--- src/rtl/bbmbr_pkg.sv ---
// Shared types and constants for the bounding-box message to bearing/range block.
package bbmbr_pkg;

  localparam int unsigned WordW   = 32;
  localparam int unsigned CoordW  = 11;
  localparam int unsigned OffsetW = 12;
  localparam int unsigned WidthW  = 10;
  localparam int unsigned ColourW = 3;
  localparam int unsigned BearW   = 9;
  localparam int unsigned DistW   = 7;
  localparam int unsigned RemW    = 13;
  localparam int unsigned DvsW    = WidthW + DistW - 1;

  localparam logic [WordW-1:0] StartTail   = {16'h0000, 8'h42, 8'h42};
  localparam logic [WordW-1:0] StartRed    = {8'h00, 8'h52, 16'h0000} | StartTail;
  localparam logic [WordW-1:0] StartGreen  = {8'h00, 8'h47, 16'h0000} | StartTail;
  localparam logic [WordW-1:0] StartBlue   = {8'h00, 8'h42, 16'h0000} | StartTail;
  localparam logic [WordW-1:0] StartYellow = {8'h00, 8'h59, 16'h0000} | StartTail;
  localparam logic [WordW-1:0] StartPink   = {8'h00, 8'h50, 16'h0000} | StartTail;

  localparam logic [ColourW-1:0] ColourRed    = 3'd0;
  localparam logic [ColourW-1:0] ColourGreen  = 3'd1;
  localparam logic [ColourW-1:0] ColourBlue   = 3'd2;
  localparam logic [ColourW-1:0] ColourYellow = 3'd3;
  localparam logic [ColourW-1:0] ColourPink   = 3'd4;

  localparam logic signed [OffsetW-1:0] CentreCol = 12'sd320;
  localparam logic signed [OffsetW-1:0] WidthLow  = 12'sd50;
  localparam logic signed [OffsetW-1:0] WidthHigh = 12'sd580;
  localparam logic [RemW-1:0]           DistNum   = 13'd4900;
  // Reciprocal of 13 scaled by 2^16, rounded up; exact for offsets below 6000.
  localparam logic [12:0]               Recip13   = 13'd5042;
  localparam logic [2:0]                LastStep  = 3'(DistW - 1);

  typedef enum logic [1:0] {
    STAGE_IDLE = 2'd0,
    STAGE_X    = 2'd1,
    STAGE_Y    = 2'd2
  } stage_e;

  typedef enum logic [1:0] {
    BACK_IDLE   = 2'd0,
    BACK_DIV    = 2'd1,
    BACK_FINISH = 2'd2
  } back_state_e;

  typedef struct packed {
    logic [ColourW-1:0]        colour;
    logic signed [OffsetW-1:0] offset;
    logic [WidthW-1:0]         width;
  } job_t;

  typedef struct packed {
    logic not_empty;
    logic not_full;
  } queue_stat_t;

endpackage

--- src/rtl/bbmbr_front.sv ---
// Front end: word parser that tracks the stage and colour and queues in-band boxes.
module bbmbr_front import bbmbr_pkg::*; (
  input  logic             clk_i,
  input  logic             rst_ni,
  input  logic             cfg_valid_i,
  input  logic             cfg_bypass_parsing_i,
  input  logic             message_valid_i,
  output logic             message_ready_o,
  input  logic [WordW-1:0] message_word_i,
  input  queue_stat_t      q_stat_i,
  output logic             push_o,
  output job_t             job_o
);

  stage_e              stage_q, stage_d;
  logic [ColourW-1:0]  colour_q, colour_d;
  logic                bypass_q;
  logic                accept;
  logic                is_start;
  logic [ColourW-1:0]  start_colour;
  logic [CoordW-1:0]   x_min, x_max;
  logic signed [OffsetW-1:0] width;
  logic [OffsetW-1:0]  sum;
  logic [CoordW-1:0]   centre;
  logic                in_band;

  assign message_ready_o = q_stat_i.not_full;
  assign accept = message_valid_i && message_ready_o && !bypass_q;

  always_comb begin
    is_start     = 1'b1;
    start_colour = ColourRed;
    unique case (message_word_i)
      StartRed:    start_colour = ColourRed;
      StartGreen:  start_colour = ColourGreen;
      StartBlue:   start_colour = ColourBlue;
      StartYellow: start_colour = ColourYellow;
      StartPink:   start_colour = ColourPink;
      default:     is_start = 1'b0;
    endcase
  end

  assign x_min   = message_word_i[26:16];
  assign x_max   = message_word_i[10:0];
  assign width   = $signed({1'b0, x_max}) - $signed({1'b0, x_min});
  assign sum     = {1'b0, x_min} + {1'b0, x_max};
  assign centre  = sum[OffsetW-1:1];
  assign in_band = (width > WidthLow) && (width < WidthHigh);

  always_comb begin
    stage_d  = stage_q;
    colour_d = colour_q;
    push_o   = 1'b0;
    if (accept) begin
      if (is_start) begin
        colour_d = start_colour;
        stage_d  = STAGE_X;
      end else begin
        unique case (stage_q)
          STAGE_X: begin
            stage_d = STAGE_Y;
            push_o  = in_band;
          end
          STAGE_Y: stage_d = STAGE_IDLE;
          default: stage_d = stage_q;
        endcase
      end
    end
  end

  assign job_o.colour = colour_q;
  assign job_o.offset = $signed({1'b0, centre}) - CentreCol;
  assign job_o.width  = width[WidthW-1:0];

  always_ff @(posedge clk_i or negedge rst_ni) begin
    if (!rst_ni) begin
      stage_q  <= STAGE_IDLE;
      colour_q <= ColourRed;
      bypass_q <= 1'b0;
    end else begin
      stage_q  <= stage_d;
      colour_q <= colour_d;
      if (cfg_valid_i) begin
        bypass_q <= cfg_bypass_parsing_i;
      end
    end
  end

endmodule

--- src/rtl/bbmbr_queue.sv ---
// Two-entry queue of parsed boxes between the parser and the divider.
module bbmbr_queue import bbmbr_pkg::*; (
  input  logic        clk_i,
  input  logic        rst_ni,
  input  logic        push_i,
  input  job_t        job_i,
  input  logic        pop_i,
  output job_t        job_o,
  output queue_stat_t stat_o
);

  job_t       mem_q [2];
  logic       wr_ptr_q, rd_ptr_q;
  logic [1:0] count_q;

  assign stat_o.not_empty = (count_q != 2'd0);
  assign stat_o.not_full  = (count_q != 2'd2);
  assign job_o            = mem_q[rd_ptr_q];

  always_ff @(posedge clk_i) begin
    if (push_i) begin
      mem_q[wr_ptr_q] <= job_i;
    end
  end

  always_ff @(posedge clk_i or negedge rst_ni) begin
    if (!rst_ni) begin
      wr_ptr_q <= 1'b0;
      rd_ptr_q <= 1'b0;
      count_q  <= 2'd0;
    end else begin
      if (push_i) begin
        wr_ptr_q <= !wr_ptr_q;
      end
      if (pop_i) begin
        rd_ptr_q <= !rd_ptr_q;
      end
      case ({push_i, pop_i})
        2'b10:   count_q <= count_q + 2'd1;
        2'b01:   count_q <= count_q - 2'd1;
        default: count_q <= count_q;
      endcase
    end
  end

endmodule

--- src/rtl/bbmbr_back.sv ---
// Back end: bearing by reciprocal multiply, range by a bit-serial divider, output register.
module bbmbr_back import bbmbr_pkg::*; (
  input  logic               clk_i,
  input  logic               rst_ni,
  input  queue_stat_t        q_stat_i,
  input  job_t               job_i,
  output logic               pop_o,
  output logic               result_valid_o,
  input  logic               result_ready_i,
  output logic [ColourW-1:0] colour_code_o,
  output logic signed [BearW-1:0] bearing_o,
  output logic [DistW-1:0]   distance_o
);

  back_state_e         state_q, state_d;
  logic [2:0]          step_q;
  logic [RemW-1:0]     rem_q;
  logic [DvsW-1:0]     dvs_q;
  logic [DistW-1:0]    quo_q;
  logic [ColourW-1:0]  colour_q;
  logic signed [BearW-1:0] bear_q;
  logic                out_valid_q;
  logic [ColourW-1:0]  out_colour_q;
  logic signed [BearW-1:0] out_bear_q;
  logic [DistW-1:0]    out_dist_q;

  logic                load;
  logic                finish;
  logic                off_neg;
  logic [OffsetW-1:0]  mag;
  logic [23:0]         prod;
  logic [BearW-1:0]    quot_mag;
  logic                fits;

  // Truncation toward zero: divide the magnitude, then restore the sign.
  assign off_neg  = job_i.offset[OffsetW-1];
  assign mag      = off_neg ? OffsetW'(-job_i.offset) : OffsetW'(job_i.offset);
  assign prod     = mag[CoordW-1:0] * Recip13;
  assign quot_mag = {1'b0, prod[23:16]};
  assign fits     = ({3'b000, rem_q} >= dvs_q);

  always_comb begin
    state_d = state_q;
    load    = 1'b0;
    finish  = 1'b0;
    unique case (state_q)
      BACK_IDLE: begin
        if (q_stat_i.not_empty) begin
          load    = 1'b1;
          state_d = BACK_DIV;
        end
      end
      BACK_DIV: begin
        if (step_q == LastStep) begin
          state_d = BACK_FINISH;
        end
      end
      BACK_FINISH: begin
        if (!out_valid_q || result_ready_i) begin
          finish  = 1'b1;
          state_d = BACK_IDLE;
        end
      end
      default: state_d = BACK_IDLE;
    endcase
  end

  assign pop_o = load;

  always_ff @(posedge clk_i) begin
    if (load) begin
      rem_q    <= DistNum;
      dvs_q    <= {job_i.width, {(DistW-1){1'b0}}};
      quo_q    <= '0;
      colour_q <= job_i.colour;
      bear_q   <= off_neg ? $signed(-quot_mag) : $signed(quot_mag);
    end else if (state_q == BACK_DIV) begin
      if (fits) begin
        rem_q <= rem_q - dvs_q[RemW-1:0];
      end
      quo_q <= {quo_q[DistW-2:0], fits};
      dvs_q <= dvs_q >> 1;
    end
    if (finish) begin
      out_colour_q <= colour_q;
      out_bear_q   <= bear_q;
      out_dist_q   <= quo_q;
    end
  end

  always_ff @(posedge clk_i or negedge rst_ni) begin
    if (!rst_ni) begin
      state_q     <= BACK_IDLE;
      step_q      <= 3'd0;
      out_valid_q <= 1'b0;
    end else begin
      state_q <= state_d;
      if (load) begin
        step_q <= 3'd0;
      end else if (state_q == BACK_DIV) begin
        step_q <= step_q + 3'd1;
      end
      if (finish) begin
        out_valid_q <= 1'b1;
      end else if (result_ready_i) begin
        out_valid_q <= 1'b0;
      end
    end
  end

  assign result_valid_o = out_valid_q;
  assign colour_code_o  = out_colour_q;
  assign bearing_o      = out_bear_q;
  assign distance_o     = out_dist_q;

endmodule

--- src/rtl/bbox_message_to_bearing_range.sv ---
// Top level: turns detector message words into colour, bearing and range reports.
//
// Message words enter on message_valid_i/message_ready_o/message_word_i. A start
// word selects the colour; the next word carries x_min and x_max; the word after
// that is consumed silently. Boxes whose width lies between 51 and 579 produce
// one report on result_valid_o/result_ready_i with colour_code_o, bearing_o and
// distance_o. The configuration channel (cfg_valid_i, cfg_ready_o,
// cfg_bypass_parsing_i) is always ready; with bypass set every word is taken and
// dropped with no change of state.
// The parser takes one word per cycle while its two-entry queue has room. Each
// report passes through the range divider in order (load, 7 quotient bits, hand-off);
// the divider works on one report at a time and loads the next only after handing
// off the last. Reports reach the output via the queue, divider and output register.
// Reset clears the stage to idle, the colour to red, bypass to off and empties
// the queue and output register. A stalled receiver holds the report; the
// divider finishes the next one and waits, then the queue fills and
// message_ready_o drops.
module bbox_message_to_bearing_range import bbmbr_pkg::*; (
  input  logic               clk_i,
  input  logic               rst_ni,
  input  logic               cfg_valid_i,
  output logic               cfg_ready_o,
  input  logic               cfg_bypass_parsing_i,
  input  logic               message_valid_i,
  output logic               message_ready_o,
  input  logic [WordW-1:0]   message_word_i,
  output logic               result_valid_o,
  input  logic               result_ready_i,
  output logic [ColourW-1:0] colour_code_o,
  output logic signed [BearW-1:0] bearing_o,
  output logic [DistW-1:0]   distance_o
);

  queue_stat_t q_stat;
  logic        push, pop;
  job_t        job_in, job_out;

  assign cfg_ready_o = 1'b1;

  bbmbr_front u_front (
    .clk_i                (clk_i),
    .rst_ni               (rst_ni),
    .cfg_valid_i          (cfg_valid_i),
    .cfg_bypass_parsing_i (cfg_bypass_parsing_i),
    .message_valid_i      (message_valid_i),
    .message_ready_o      (message_ready_o),
    .message_word_i       (message_word_i),
    .q_stat_i             (q_stat),
    .push_o               (push),
    .job_o                (job_in)
  );

  bbmbr_queue u_queue (
    .clk_i  (clk_i),
    .rst_ni (rst_ni),
    .push_i (push),
    .job_i  (job_in),
    .pop_i  (pop),
    .job_o  (job_out),
    .stat_o (q_stat)
  );

  bbmbr_back u_back (
    .clk_i          (clk_i),
    .rst_ni         (rst_ni),
    .q_stat_i       (q_stat),
    .job_i          (job_out),
    .pop_o          (pop),
    .result_valid_o (result_valid_o),
    .result_ready_i (result_ready_i),
    .colour_code_o  (colour_code_o),
    .bearing_o      (bearing_o),
    .distance_o     (distance_o)
  );

  // The range must fall within what the width band allows.
  a_dist_range: assert property (@(posedge clk_i) disable iff (!rst_ni)
    result_valid_o |-> (distance_o >= 7'd8) && (distance_o <= 7'd96))
    else $error("distance out of range");

  a_colour_code: assert property (@(posedge clk_i) disable iff (!rst_ni)
    result_valid_o |-> (colour_code_o <= ColourPink))
    else $error("colour code out of range");

  a_bearing_range: assert property (@(posedge clk_i) disable iff (!rst_ni)
    result_valid_o |-> (bearing_o >= -9'sd22) && (bearing_o <= 9'sd132))
    else $error("bearing out of range");

  // The queue is never popped while empty.
  a_no_underflow: assert property (@(posedge clk_i) disable iff (!rst_ni)
    pop |-> q_stat.not_empty)
    else $error("queue popped while empty");

endmodule

--- config.mk ---
export PLATFORM = sky130hd
export DESIGN_NAME = bbox_message_to_bearing_range
export DESIGN_NICKNAME = d
export VERILOG_FILES = /design/src/rtl/bbmbr_pkg.sv /design/src/rtl/bbmbr_front.sv /design/src/rtl/bbmbr_queue.sv /design/src/rtl/bbmbr_back.sv /design/src/rtl/bbox_message_to_bearing_range.sv
export SDC_FILE = /design/constraint.sdc
export NUM_CORES = 1
export LEC_CHECK = 0
export ABC_AREA = 1
export BUFFER_PORTS_ARGS = -buffer_cell sky130_fd_sc_hd__buf_2
export CAP_MARGIN = 20
export CORE_ASPECT_RATIO = 0.5
export CORE_MARGIN = 3
export CORE_UTILIZATION = 40
export CTS_BUF_LIST = sky130_fd_sc_hd__clkbuf_4
export DETAILED_ROUTE_END_ITERATION = 10
export GPL_TIMING_DRIVEN = 0
export SLEW_MARGIN = 20
export SYNTH_ARGS = -nofsm -noshare
export SYNTH_HDL_FRONTEND = slang
export SYNTH_HIERARCHICAL = 1
export SYNTH_SLANG_ARGS = --single-unit
--- constraint.sdc ---
create_clock -name clk_i -period 6.1 [get_ports clk_i]
set_clock_uncertainty 0.15 [all_clocks]
set_input_delay 0 -clock clk_i [delete_from_list [all_inputs] [get_ports clk_i]]
set_output_delay 0 -clock clk_i [all_outputs]
set_load 0.01 [all_outputs]
**Word level (Yosys, flattened, before mapping)**

Memories as Yosys holds them, arrays and structs flattened.
Cells that the tools add are included.

- Register bits after elaboration: 83
- RAM bits: 50
- Input bits: 38
- Output and inout port bits: 22
- Word-level logic and storage cells: 94
- Memories kept: 1

Memory list:

| name | depth | bits a word | rd ports | clocked after memory_dff | wr ports | RTL line | RTL |
|---|---|---|---|---|---|---|---|
| u_queue.mem_q | 2 | 25 | 1 | 0 | 1 | bbmbr_queue.sv:12 | `job_t mem_q [2];` |

- Add/sub/neg operators: 9
- $mul: 1
- $lt $le $gt $ge: 3
- Eq/ne operators: 16
- Multiplexer cells: 26
- Reduce and logical (&&, ||, !) cells: 19

Operator list:

| kind | count |
|---|---|
| $eq 32x23->1 const B | 5 |
| $mux 16 | 2 |
| $mul 11x12->23 const B | 1 |
| $ge 13x16->1 | 1 |
| $sub 13x13->13 | 1 |
| $add 11x11->12 | 1 |
| $gt 12x7->1 const B | 1 |
| $lt 12x11->1 const B | 1 |
| $mux 1 | 12 |
| $pmux 3 s4 | 1 |
| $sub 11x11->12 | 1 |
| $sub 11x9->12 const B | 1 |
| $mux 11 | 1 |
| $neg 11->11 | 1 |
| $neg 8->9 | 1 |
| $mux 2 | 4 |
| $mux 8 | 1 |
| $pmux 2 s2 | 2 |
| $reduce_bool 2->1 | 4 |
| $eq 2x1->1 const B | 3 |
| $eq 2x2->1 const B | 3 |
| $mux 3 | 2 |
| $pmux 2 s3 | 1 |
| $reduce_and 2->1 | 3 |
| other kinds (13) | 20 |

**Longest topological paths before layout**

Gate-level depths: netlist of run 1.

- Word-level depth: 8
- Mapped depth: 38
- Mapped depth without buffers: 36

**Hierarchy**

The synthesis of run 1 kept the hierarchy.

By module, submodules not included:

| module | times used | cells each | area an instance (sq um) | seq. area each (sq um) |
|---|---|---|---|---|
| bbmbr_back | 1 | 702 | 6029.5 | 1901.8 |
| bbmbr_queue | 1 | 155 | 2204.6 | 1601.5 |
| bbmbr_front | 1 | 368 | 2127.0 | 150.1 |
| bbox_message_to_bearing_range | 1 | 2 | 11.3 | 0.0 |

**Worst setup path before layout of run 1**

Ideal clock, no wire load.

- Path type: register -> register
- Start: register u_queue.rd_ptr_q
- End: register u_back.bear_q[6], data pin
- Library setup time: 0.249 ns
- Data arrival time: 6.204 ns
- Data required time: 5.701 ns
- Slack: -0.504 ns
- Stages on the path, launching flop included: 36
- Path buffers: 2
- Period minus slack after synthesis: 6.604 ns
- Path through: dfrtp_1 > buf_6 > buf_12 > o21ai_2 > inv_1 > ha_1 > inv_1 > nor3_1 > or2_2 > xor2_1 > nand2_1 > inv_1 > nor2_1 > ha_1 > inv_1 > fa_1 > inv_1 > fa_1 > fa_1 > inv_1 > fa_1 > inv_1 > ha_1 > a21oi_1 > o21ai_0 > a21boi_0 > nand3_1 > nand2_1 > ha_1 > inv_1 > nor2_2 > nand3_1 > nand2_1 > nand2_1 > nand2_1 > inv_1

RTL lines:

| item | RTL line | RTL |
|---|---|---|
| from (decl) | bbmbr_queue.sv:13 | `logic wr_ptr_q, rd_ptr_q;` |
| from (signal assigned) | bbmbr_queue.sv:36 | `rd_ptr_q <= !rd_ptr_q;` |
| to (signal assigned) | bbmbr_back.sv:76 | `bear_q <= off_neg ? $signed(-quot_mag) : $signed(quot_mag);` |
| to (decl) | bbmbr_back.sv:21 | `logic signed [BearW-1:0] bear_q;` |

==> results of run 1 <==
[critical path: cells and delay by family, from the launching register on]
kind,cells,cell delay (ps)
adder cells (fa/ha/maj),7,2560
AND/OR/NAND/NOR,13,1230
buffers and inverters,10,940
flip-flops,1,400
XOR/XNOR,2,390
AO/OA/AOI/OAI,2,350
[routing by layer]
metal	vias up	global-route usage (%)	share of wire (%)
met4	0	5.42	2.1
li1	4308	-	-
met1	3940	23.6	46
met3	39	3.37	4.4
met2	157	29.7	48
met5	-	0	0
[state kept, by name, summed over array words and instances (netlist names), 7 cells and up]
name               cells
u_queue/mem_q         50
u_back/dvs_q          16
u_back/rem_q          13
u_back/bear_q          9
u_back/bearing_o       9
u_back/distance_o      7
u_back/quo_q           7
[kinds of logic after synthesis]
group	share of synthesized area, %
flops	35.2
compound gates	9.94
buf+inv	10.8
other cells	0.0362
fa+ha+maj	19.7
simple gates	20.6
xor+xnor	3.61
[layout make-up]
| class | instances | area [um2] |
|---|---|---|
| Clock buffer | 17 | 128 |
| Buffer | 26 | 251 |
| Tap cell | 336 | 420 |
| Timing Repair Buffer | 149 | 1100 |
| Fill cell | 2341 | 11900 |
| Inverter | 236 | 892 |
| Antenna cell | 1 | 2.50 |
| Sequential cell | 133 | 3650 |
| Clock inverter | 15 | 144 |
| Multi-Input combinational cell | 832 | 6250 |
[path summary, 6_finish.rpt]
path                                    startpoint              endpoint
worst max-delay path              u_queue/rd_ptr_q      u_back/bear_q[6]
worst min-delay path            message_word_i[21]  u_queue/mem_q[1][15]
worst max register to register    u_queue/rd_ptr_q      u_back/bear_q[6]
worst min register to register    u_back/bear_q[3]   u_back/bearing_o[3]
max in group asynchronous                   rst_ni   u_front/colour_q[1]
min in group asynchronous                   rst_ni      u_queue/rd_ptr_q
[cell usage in the layout (no fill, tap or decap), types with 32 or more instances in the layout]
cell           synthesis  layout
a21oi_1               48      35
edfxtp_1              91      91
fa_1                  34      32
ha_1                 109      95
nor2_1               102      92
buf_4                  4      50
nand3_1               58      54
o21ai_0               54      51
inv_1                227     212
dlygate4sd3_1          0      41
nand2_1              229     213
buf_2                  2      60
nand2_2               30      40
[metrics by stage]
| step | std cells | hold slack, ps | utilization (%) | worst slack [ps] | TNS (ps) |
|---|---|---|---|---|---|
| 6_report | 1745 | 63.1 | 51.9 | -177 | -902 |
| 5_1_grt | 1745 | 32.9 | 51.9 | -490 | -3260 |
| 4_1_cts | 1735 | 2.32 | 51.0 | -95.7 | -347 |
| 3_5_place_dp | 1622 | -204 | 45.3 | -863 | -5850 |
| 3_3_place_gp | 1621 | -213 | 45.2 | -798 | -5370 |
| 2_1_floorplan | 1227 | -446 | - | 9.66 | 0 |
[power groups by stage]
stage	clock (mW)	combinational [mW]	sequential [mW]
3_5_place_dp	0	0.399	1.01
6_report	0.557	0.421	0.992
3_3_place_gp	0	0.392	1.01
4_1_cts	0.578	0.418	0.991
2_1_floorplan	0	0.306	1.01
5_1_grt	0.618	0.479	0.993
[timing repair]
action	CTS	global route
setup endpoints to repair	9	8
hold buffers	41	0
pin swaps	54	27
hold endpoints to repair	72	0
gates resized for setup	91	27
setup buffers	40	9
==> flow_metrics.env, run 1 <==
export IMPL_outcome="complete, but fails checks"
export IMPL_violations="setup timing"
export IMPL_core_um2=24700
export IMPL_die_area_um2=28000
export IMPL_ioPinCount=60
export IMPL_antenna_found_initial=1
export IMPL_hold_viol=0
export IMPL_vdd_ir_drop_max_mv=0.101
export IMPL_row_count=40
export IMPL_routed_via_count=8444
export IMPL_fmax_mhz=159
export IMPL_fin_nets=1576
export IMPL_cp_slowest_stage_delay_ps=600
export IMPL_synth_edf_count=91
export IMPL_switching_share_pct=30.8
export IMPL_clock_path_buffers=2
export IMPL_dpl_hpwl_um=18300
export IMPL_yosys_area_top_type="edfxtp_1"
export IMPL_power_density_nw_per_um2=153
export IMPL_track_usage_pct=17.8
export IMPL_crit_slowest_cell="fa_1"
export IMPL_combinationalPowerShare_pct=21.4
export IMPL_synth_avg_cell_area_um2=8.45
export IMPL_setup_viol=7
export IMPL_fin_crit_ps=6280
export IMPL_critical_path_required_ps=6260
export IMPL_area_delta_synth_final_pct=23.8
export IMPL_synth_area_um2=10400
export IMPL_power_leakage_nw=6.09
export IMPL_whs_path_depth=6
export IMPL_cts_tree="done"
export IMPL_critPathKind="reg -> reg"
export IMPL_relSlewSlack_pct=32.9
export IMPL_maxSlewViolCount=0
export IMPL_synth_async_sr_flop_share_pct=12.0
export IMPL_yosys_cell_count_top_type="nand2_1"
export IMPL_viasPerCell=4.84
export IMPL_p_int_mw=1.36
export IMPL_cp_start_kind="register"
export IMPL_seqPwrFrac_pct=50.3
export IMPL_grt_max_degree=26
export IMPL_grt_pass1_wl_um=40000
export IMPL_worst_ep_arrival_time_ps=6440
export IMPL_yosys_most_used_dff="edfxtp_1"
export IMPL_netlist_area_leader_share_pct=26.3
export IMPL_cp_end_kind="register"
export IMPL_drive_gt1_share_pct=24.9
export IMPL_fp_dieH_um=120
export IMPL_dpl_instance_area_um2=11200
export IMPL_place_congestion=0.868
export IMPL_ys_seq_area_share_pct=35.2
export IMPL_first_pass_iters=5
export IMPL_grt_overflow=0
export IMPL_detail_route_antenna_nets=0
export IMPL_rsz0062_at_grt="yes"
export IMPL_p_total_mw=1.97
export IMPL_clockPowerShare_pct=28.3
export IMPL_cts_buffers=17
export IMPL_clk_latency_ps=560
export IMPL_reg2reg_depth=34
export IMPL_synthTopCellsByArea="edfxtp_1, ha_1, nand2_1"
export IMPL_syn_inst=1227
export IMPL_cts_clk_slew_worst_paths_ps=130
export IMPL_grt_pass1_vias=8346
export IMPL_wire_per_inst_um=14.0
export IMPL_cp_common_cell="nand2_1"
export IMPL_drt_first_iter_violations=437
export IMPL_min_period_over_period_pct=103
export IMPL_ys_seq_elements=133
export IMPL_cts_sinks=133
export IMPL_die_w_um=234
export IMPL_syn_nets=1408
export IMPL_synthTopCellsByCount="nand2_1, inv_1, ha_1"
export IMPL_fin_area_um2=12800
export IMPL_cp_max_fo=7
export IMPL_cap_viol_max_count=0
export IMPL_switching_power_mw=0.607
export IMPL_setup_ws_ps=-177
export IMPL_max_slew_worst_pin_slew_ps=1000
export IMPL_rrSetupSlack_ps=-180
export IMPL_initial_core_util_pct=42.0
export IMPL_cts_root_buf="clkbuf_4"
export IMPL_ys_warn_count=6
export IMPL_drc=0
export IMPL_io_buffer_count=58
export IMPL_min_delay_path_class="in -> reg"
export IMPL_yosysUniqueCellTypes=52
export IMPL_htreeDepth=4
export IMPL_routed_wl_um=24500
Power figures use the tool's default switching activity.
==> inputs of run 2 (changes only) <==
==> constraint.sdc (replaced) <==
create_clock -name clk_i -period 6.1 [get_ports clk_i]
set_clock_uncertainty 0.15 [all_clocks]
set_input_delay 1.525 -clock clk_i [delete_from_list [all_inputs] [get_ports clk_i]]
set_output_delay 1.525 -clock clk_i [all_outputs]
set_load 0.01 [all_outputs]
==> run 2 against run 1 <==
Effect of this change: the run still ends with setup timing left; cell area shrank 3.2%; worst setup slack better by 1.2 ps; sequential power about the same; combinational power fell by 4%; die area did not move; critical endpoint unchanged.
==> flow_metrics.env, run 2 (synthesis gave the netlist of run 1 again) <==
export IMPL_outcome="complete, but fails checks"
export IMPL_violations="setup timing"
export IMPL_combinationalPowerShare_pct=20.7
export IMPL_whs_endpoint="u_back/bearing_o[3]"
export IMPL_core_um2=24700
export IMPL_row_count=40
export IMPL_cp_end_kind="register"
export IMPL_io_buffer_count=58
export IMPL_routed_wl_um=23800
export IMPL_worst_ep_arrival_time_ps=6440
export IMPL_fin_crit_ps=6280
export IMPL_clk_latency_ps=560
export IMPL_cp_common_cell="nand2_1"
export IMPL_cp_slowest_stage_delay_ps=600
export IMPL_power_leakage_nw=5.92
export IMPL_largest_reg_flops=50
export IMPL_cts_sinks=133
export IMPL_cp_start_kind="register"
export IMPL_htreeDepth=4
export IMPL_maxSlewViolCount=0
export IMPL_setup_ws_ps=-176
export IMPL_max_slew_worst_pin_slew_ps=1010
export IMPL_place_congestion=0.868
export IMPL_crit_slowest_cell="fa_1"
export IMPL_critical_path_required_ps=6260
export IMPL_p_total_mw=1.95
export IMPL_relSlewSlack_pct=32.8
export IMPL_antenna_found_initial=1
export IMPL_clockPowerShare_pct=28.5
export IMPL_cap_viol_max_count=0
export IMPL_min_period_over_period_pct=103
export IMPL_final_common_cell="nand2_1"
export IMPL_dpl_hpwl_um=18300
export IMPL_drive_gt1_share_pct=25.6
export IMPL_cts_buffers=17
export IMPL_setup_viol=7
export IMPL_initial_core_util_pct=42.0
export IMPL_p_int_mw=1.35
export IMPL_grt_pass1_wl_um=39000
export IMPL_rrSetupSlack_ps=-180
export IMPL_area_delta_synth_final_pct=19.9
export IMPL_cp_max_fo=7
export IMPL_cts_root_buf="clkbuf_4"
export IMPL_fin_util_pct=50.3
export IMPL_layout_common_cells="nand2_1, inv_1, ha_1"
export IMPL_switching_power_mw=0.602
export IMPL_die_area_um2=28000
export IMPL_viasPerCell=4.82
export IMPL_grt_overflow=0
export IMPL_fp_dieH_um=120
export IMPL_routed_via_count=8217
export IMPL_drc=0
export IMPL_whs_path_depth=0
export IMPL_hold_viol=0
export IMPL_top_register="u_queue/mem_q"
export IMPL_power_density_nw_per_um2=157
export IMPL_switching_share_pct=30.9
export IMPL_cts_hold_buf=0
export IMPL_reg2reg_depth=34
export IMPL_cts_tree="done"
export IMPL_min_from="u_back/bear_q[3]"
export IMPL_top_regs="u_queue/mem_q: 50 flops, u_back/dvs_q: 16 flops, u_back/rem_q: 13 flops"
export IMPL_wire_per_inst_um=14.0
export IMPL_rr_endpoint="u_back/bear_q[6]"
export IMPL_rsz0062_at_grt="yes"
export IMPL_critPathKind="reg -> reg"
export IMPL_drt_first_iter_violations=410
export IMPL_seqPwrFrac_pct=50.8
export IMPL_clock_path_buffers=2
export IMPL_die_w_um=234
export IMPL_first_pass_iters=5
export IMPL_vdd_ir_drop_max_mv=0.101
export IMPL_grt_max_degree=26
export IMPL_r2r_start="u_queue/rd_ptr_q"
export IMPL_track_usage_pct=17.4
export IMPL_cts_clk_slew_worst_paths_ps=130
export IMPL_fillerInstances=2374
export IMPL_fin_nets=1535
export IMPL_ioPinCount=60
export IMPL_min_delay_path_class="reg -> reg"
export IMPL_fmax_mhz=159
export IMPL_detail_route_antenna_nets=0
export IMPL_grt_pass1_vias=8083
-- run 2: cell types whose count changed in the layout (fill, tap and decap cells not counted) --
cell,delta
dlygate4sd3_1,-41
-- run 2: power by group through the flow --
| stage | Sequential [mW] | Clock [mW] | Combinational (mW) |
|---|---|---|---|
| 6_report | 0.991 | 0.556 | 0.404 |
| 5_1_grt | 0.993 | 0.618 | 0.462 |
| 4_1_cts | 0.991 | 0.578 | 0.402 |
| 3_5_place_dp | 1.01 | 0 | 0.399 |
| 3_3_place_gp | 1.01 | 0 | 0.392 |
| 2_1_floorplan | 1.01 | 0 | 0.306 |
-- run 2: cell type report --
type	instances	area (um2)	share of cell area, %
Buffer	26	251	2.02
Multi-Input combinational cell	832	6250	50.3
Tap cell	336	420	3.38
Clock inverter	15	144	1.16
Antenna cell	1	2.50	0.0201
Sequential cell	133	3650	29.4
Clock buffer	17	128	1.03
Timing Repair Buffer	108	689	5.55
Inverter	236	892	7.18
-- run 2: per-stage QoR --
stage | TNS [ps] | instance area, um2 | cells | setup slack [ps] | hold WS, ps
floorplan | 0 | 10500 | 1227 | 9.66 | 250
global placement | -5370 | 11200 | 1621 | -798 | 253
detailed placement | -5850 | 11200 | 1622 | -863 | 255
CTS | -347 | 12200 | 1694 | -95.7 | 275
global route | -3260 | 12400 | 1704 | -490 | 284
finish | -882 | 12400 | 1704 | -176 | 271
-- run 2: how the worst max path moves through the flow --
stage	to	startpoint	cells past startpoint	slack (ps)
floorplan	u_back/bear_q[6]	u_queue/rd_ptr_q	33	10
global placement	u_back/bear_q[6]	u_queue/rd_ptr_q	34	-800
detailed placement	u_back/bear_q[6]	u_queue/rd_ptr_q	35	-860
CTS	u_back/bear_q[6]	u_queue/rd_ptr_q	36	-100
global route	u_back/bear_q[6]	u_queue/rd_ptr_q	33	-490
finish	u_back/bear_q[6]	u_queue/rd_ptr_q	34	-180
-- run 2: critical path, delay by kind of cell (launching register included) --
family,cells,cell delay (ps)
buffers and inverters,10,940
and+or+nand+nor,13,1230
xor gates and xnor gates,2,390
DFF,1,400
AOI/OAI and AO/OA,2,350
adders and majority gates,7,2560
-- run 2: repair_timing --
item,in CTS,in global routing
gates resized for setup,91,27
setup endpoints to repair,9,8
setup buffers,40,9
pin swaps,54,27
-- run 2: layer usage --
layer  track usage (%)  up-vias  part of all wire, %
li1                  -     4218                    -
met1              23.4     3820                   47
met2              28.4      143                   47
met3              3.37       36                  3.8
met4              5.34        0                  2.0
met5                 0        -                    0
